`src/rtl/isotropic_damage_stress_update_assert.svh`:
```
// ----------------------------------------------------------------------------
// Assertion macros for the damage stress update block
// Shared concurrent assertion forms, clocked on clk, off during reset.
// ----------------------------------------------------------------------------
`ifndef ISOTROPIC_DAMAGE_STRESS_UPDATE_ASSERT_SVH
`define ISOTROPIC_DAMAGE_STRESS_UPDATE_ASSERT_SVH

// same-cycle implication
`define IDSU_ASSERT_NOW(label, ant, cons, msg) \
    label: assert property (@(posedge clk) disable iff (!rst_n) (ant) |-> (cons)) \
        else $error(msg);

// implication a fixed number of cycles later
`define IDSU_ASSERT_DELAY(label, ant, dly, cons, msg) \
    label: assert property (@(posedge clk) disable iff (!rst_n) (ant) |-> ##dly (cons)) \
        else $error(msg);

`endif

```
`src/rtl/idsu_pkg.sv`:
```
// ----------------------------------------------------------------------------
// idsu_pkg
// Types, constants and constant tables of the damage stress update block.
// ----------------------------------------------------------------------------
`timescale 1ns / 1ps
`default_nettype none

package idsu_pkg;

    // fixed point constants
    localparam logic [24:0] ONE_Q24     = 25'h1000000;
    localparam logic [25:0] STEP_Q24    = 26'd335544;
    localparam logic [30:0] ONE_Q30     = 31'h40000000;
    localparam logic [29:0] E1_Q30      = 30'd395007542;
    localparam logic [30:0] XT_RESET    = 31'd65536;

    // pipeline geometry
    localparam int SQRT_STEPS  = 32;
    localparam int DIV_STEPS   = 32;
    localparam int TAYLOR_N    = 13;
    localparam int RECIP_SHIFT = 38;
    localparam int DMG_LAT     = 6 + SQRT_STEPS + DIV_STEPS + 2 * TAYLOR_N;
    localparam int LANES       = 6;

    // configuration register indexes
    typedef enum logic [1:0] {
        CFG_LAMBDA = 2'd0,
        CFG_MU     = 2'd1,
        CFG_XT     = 2'd2
    } cfg_idx_t;

    // damage unit result word
    typedef struct packed {
        logic        nl;
        logic [31:0] e;
        logic [24:0] d;
        logic [24:0] keep;
    } dmg_result_t;

    // e^-n in Q1.30 by repeated rounded multiplies, n = 0..31
    typedef logic [30:0] exp_tab_t [32];

    function automatic exp_tab_t build_exp_tab();
        exp_tab_t    tab;
        logic [63:0] p;
        for (int n = 0; n < 32; n++) begin
            p = 64'(ONE_Q30);
            for (int k = 0; k < n; k++) begin
                p = (p * 64'(E1_Q30) + 64'd536870912) >> 30;
            end
            tab[n] = 31'(p);
        end
        return tab;
    endfunction

    localparam exp_tab_t EXP_INT_TAB = build_exp_tab();

endpackage

`default_nettype wire

```
`src/rtl/idsu_scale_lane.sv`:
```
// ----------------------------------------------------------------------------
// idsu_scale_lane
// Scales one stress component by (1 - D), floor, two register stages.
// ----------------------------------------------------------------------------
`timescale 1ns / 1ps
`default_nettype none

module idsu_scale_lane
    import idsu_pkg::*;
(
    input  logic               clk,
    input  logic signed [31:0] sig,
    input  logic [24:0]        keep,
    output logic signed [31:0] stress
);

    logic signed [57:0] sig_w;
    logic signed [57:0] keep_w;
    logic signed [57:0] prod_reg;
    logic signed [57:0] prod_shift;
    logic signed [31:0] stress_reg;

    // keep is at most one, so the product never grows the stress
    always_comb
    begin
        sig_w      = {{26{sig[31]}}, sig};
        keep_w     = {33'd0, keep};
        prod_shift = prod_reg >>> 24;
    end

    always_ff @(posedge clk)
    begin
        prod_reg   <= sig_w * keep_w;
        stress_reg <= prod_shift[31:0];
    end

    assign stress = stress_reg;

endmodule

`default_nettype wire

```
`config.mk`:
```
export PLATFORM = sky130hd
export DESIGN_NAME = idsu_scale_lane
export DESIGN_NICKNAME = d
export VERILOG_FILES = /design/src/rtl/isotropic_damage_stress_update_assert.svh /design/src/rtl/idsu_pkg.sv /design/src/rtl/idsu_scale_lane.sv
export SDC_FILE = /design/constraint.sdc
export NUM_CORES = 2
export LEC_CHECK = 0
export BUFFER_PORTS_ARGS = -buffer_cell sky130_fd_sc_hd__buf_2
export CORE_UTILIZATION = 40
export DETAILED_ROUTE_END_ITERATION = 8
export PLACE_DENSITY = 0.54
export SLEW_MARGIN = 20
export SYNTH_ARGS = -nofsm -noshare
export SYNTH_HDL_FRONTEND = slang
export SYNTH_SLANG_ARGS = --single-unit
```
`constraint.sdc`:
```
create_clock -name clk -period 8.2 [get_ports clk]
set_input_delay 0.41 -clock clk [delete_from_list [all_inputs] [get_ports clk]]
set_output_delay 0.41 -clock clk [all_outputs]
set_load 0.05 [all_outputs]
```
==> flow_summary.json <==
{
  "final_nets": 4114,
  "ys_ff_latch": 64,
  "fin_crit_sh_pct": 88.7,
  "worstSetupEndpointType": "flop",
  "ant_nets": 0,
  "timing.fmax_mhz": 137,
  "synthTopCellsByCount": "inv_1 (870), fa_1 (805), and2_1 (480)",
  "avgSynthCellArea_sq_um": 9.44,
  "synthTopCellsByArea": "fa_1 (56%), inv_1 (11%), and2_1 (10%), ha_1 (6.6%), dfxtp_1 (4.4%)",
  "place.gp.congestion": 0.882,
  "cp_slowest_stage_delay_ns": 0.70,
  "design.die.area_sq_mm": 0.0735,
  "max_slew_margin_pct": 47.1,
  "worstPathCellList": "buf_2, buf_4, and2_1, fa_1, inv_1, fa_1, inv_1, fa_1, fa_1, fa_1, fa_1, inv_1, fa_1, inv_1, ha_1, a21oi_1, o21ai_1, a311oi_1, o211ai_2, a2111oi_2, nor3b_2, a31oi_1, xnor2_1",
  "yosysTopAreaCell": "fa_1",
  "syn_inst": 3070,
  "crit_path_start_kind": "input pin",
  "critPathMaxFanout": 22,
  "synth_edf_count": 0,
  "slew_violations": 0,
  "clock_path_buffers": 2,
  "cts_made_buffers": 9,
  "tightest_slew_ns": 0.788,
  "skew_ns": 0.00642,
  "cp.arrival_ns": 7.57,
  "initial_utilization_pct": 40.5,
  "post_cts_buffers": 0,
  "hp-class": "reg -> reg",
  "path_clk_slew_ns": 0.06,
  "wl_mm": 81.6,
  "core_area_sq_mm": 0.0716,
  "htree_levels": 3,
  "overflow": 0,
  "drt-pass1-iter-count": 6,
  "cts_root_buffer": "clkbuf_16",
  "setup_violations": 0,
  "fin_crit_ns": 7.27,
  "ios": 90,
  "synth_top_area_share_pct": 55.6,
  "antenna_found_initial": 8,
  "tritoncts": "built",
  "synth_cell_type_count": 56,
  "grt_first_pass_wirelength_mm": 134,
  "yosys_warnings": 0,
  "initialDrtViolationCount": 1057,
  "synth_most_common_cell": "inv_1",
  "synthesis.area_sq_mm": 0.0290,
  "fin_setup_tns_ns": 0,
  "grt_max_degree": 33,
  "cp.required_ns": 8.49,
  "finalHoldViolations": 0,
  "post-route-util_pct": 43.1,
  "cpMaxStageDelayCell": "a311oi_1",
  "die_h_microns": 271,
  "cts.repair.resized": 0,
  "port_buffers": 89,
  "die_w_microns": 271,
  "viasPerCell": 4.92,
  "numClockSinks": 64,
  "drv_cap": 0,
  "drive_gt1_share_pct": 6.00,
  "cts_hold_buf": 0,
  "rsz0062_at_grt": "no",
  "grt_pass1_vias": 23100,
  "outcome": "finished clean",
  "async_reset_ff_share_pct": 0,
  "crit_top_cell": "fa_1",
  "num-fill-cells": 7065,
  "synthToLayoutAreaGrowth_pct": 6.62,
  "worstSetupPathType": "in -> reg",
  "wl_per_cell_microns": 20.1,
  "placementRows": 98,
  "clock_latency_ns": 0.37,
  "place.detailed.hpwl_mm": 68.5,
  "drc_errors": 0,
  "antenna-diode-count": 0,
  "track_usage_pct": 23.9,
  "via_count": 19900,
  "synth_fp_nets": 4085,
  "seq_area_frac_synth_pct": 4.42,
  "synth_ff_type": "dfxtp_1"
}
## logic make-up (layout without fill, tap and decap cells)
logic type,after synthesis,count (layout),synth area share (%)
multiplexers,1,1,0.0389
flip-flops,64,64,4.42
buffers and inverters,1012,1044,13.1
XOR/XNOR,46,46,1.39
AND/OR/NAND/NOR,876,876,15.9
AO/OA/AOI/OAI,114,114,2.90
adder cells (fa/ha/maj),957,957,62.2
## stage by stage
stage                     worst slack [ns]  cell area [sq um]  hold WS [ns]  cells
final                                0.925              30900         0.317   4052
after global routing                 0.599              30900         0.333   4052
after CTS                            0.878              30900         0.319   4052
after detailed placement             0.527              30600         0.314   4038
after global placement               0.643              30600         0.313   4038
after floorplan                       1.35              29000         0.310   3070
## final timing paths
check,start,endpoint,slack (ns),cells past startpoint
max,keep[13],prod_reg[50]$_DFF_P_,0.93,23
min,prod_reg[38]$_DFF_P_,stress[14]$_DFF_P_,0.32,0
max reg2reg,prod_reg[50]$_DFF_P_,stress[26]$_DFF_P_,7.74,0
min reg2reg,prod_reg[38]$_DFF_P_,stress[14]$_DFF_P_,0.32,0
## placed cells by master (no fill, tap or decap), types with 5 or more instances in the layout
cell type  synthesis  layout
xor2_1            13      13
and2_1           480     480
buf_2              1      89
a21o_1            28      28
nor2_1            17      17
ha_1             152     152
nand3_1            6       6
nand2_1          334     334
xnor2_1           33      33
o21ai_0           10      10
a31oi_1            7       7
dfxtp_1           64      64
a21oi_1           27      27
clkbuf_16          0       9
nand4_1            9       9
o21ai_1            5       5
fa_1             805     805
inv_1            870     870
buf_4              0      69
and3_1            10      10
## area by class of cell
cell class | count | area, sq um | area share, %
Tap cell | 950 | 1190 | 3.85
Timing Repair Buffer | 160 | 1000 | 3.25
Multi-Input combinational cell | 1994 | 23900 | 77.3
Sequential cell | 64 | 1280 | 4.15
Inverter | 870 | 3270 | 10.6
Clock buffer | 10 | 239 | 0.774
Clock inverter | 4 | 22.5 | 0.0729
## per-layer routing
layer	up-vias	track usage (%)	part of all wire [%]
met5	-	0	0.051
met4	6	6.37	2.7
met3	122	3.50	6.0
met2	584	41.8	51
met1	10500	30.8	41
li1	8663	-	-
## worst max-delay path: cells and delay by family
| family | cells | cell delay [ns] |
|---|---|---|
| adder cells (fa/ha/maj) | 8 | 3.56 |
| AO/OA/AOI/OAI | 6 | 2.02 |
| buffers and inverters | 6 | 1.10 |
| AND/OR/NAND/NOR | 2 | 0.30 |
| XOR/XNOR | 1 | 0.13 |
Power is left out: the tool's default activity adds up to more than one toggle a clock period on the data nets, which glitch-free logic cannot reach.
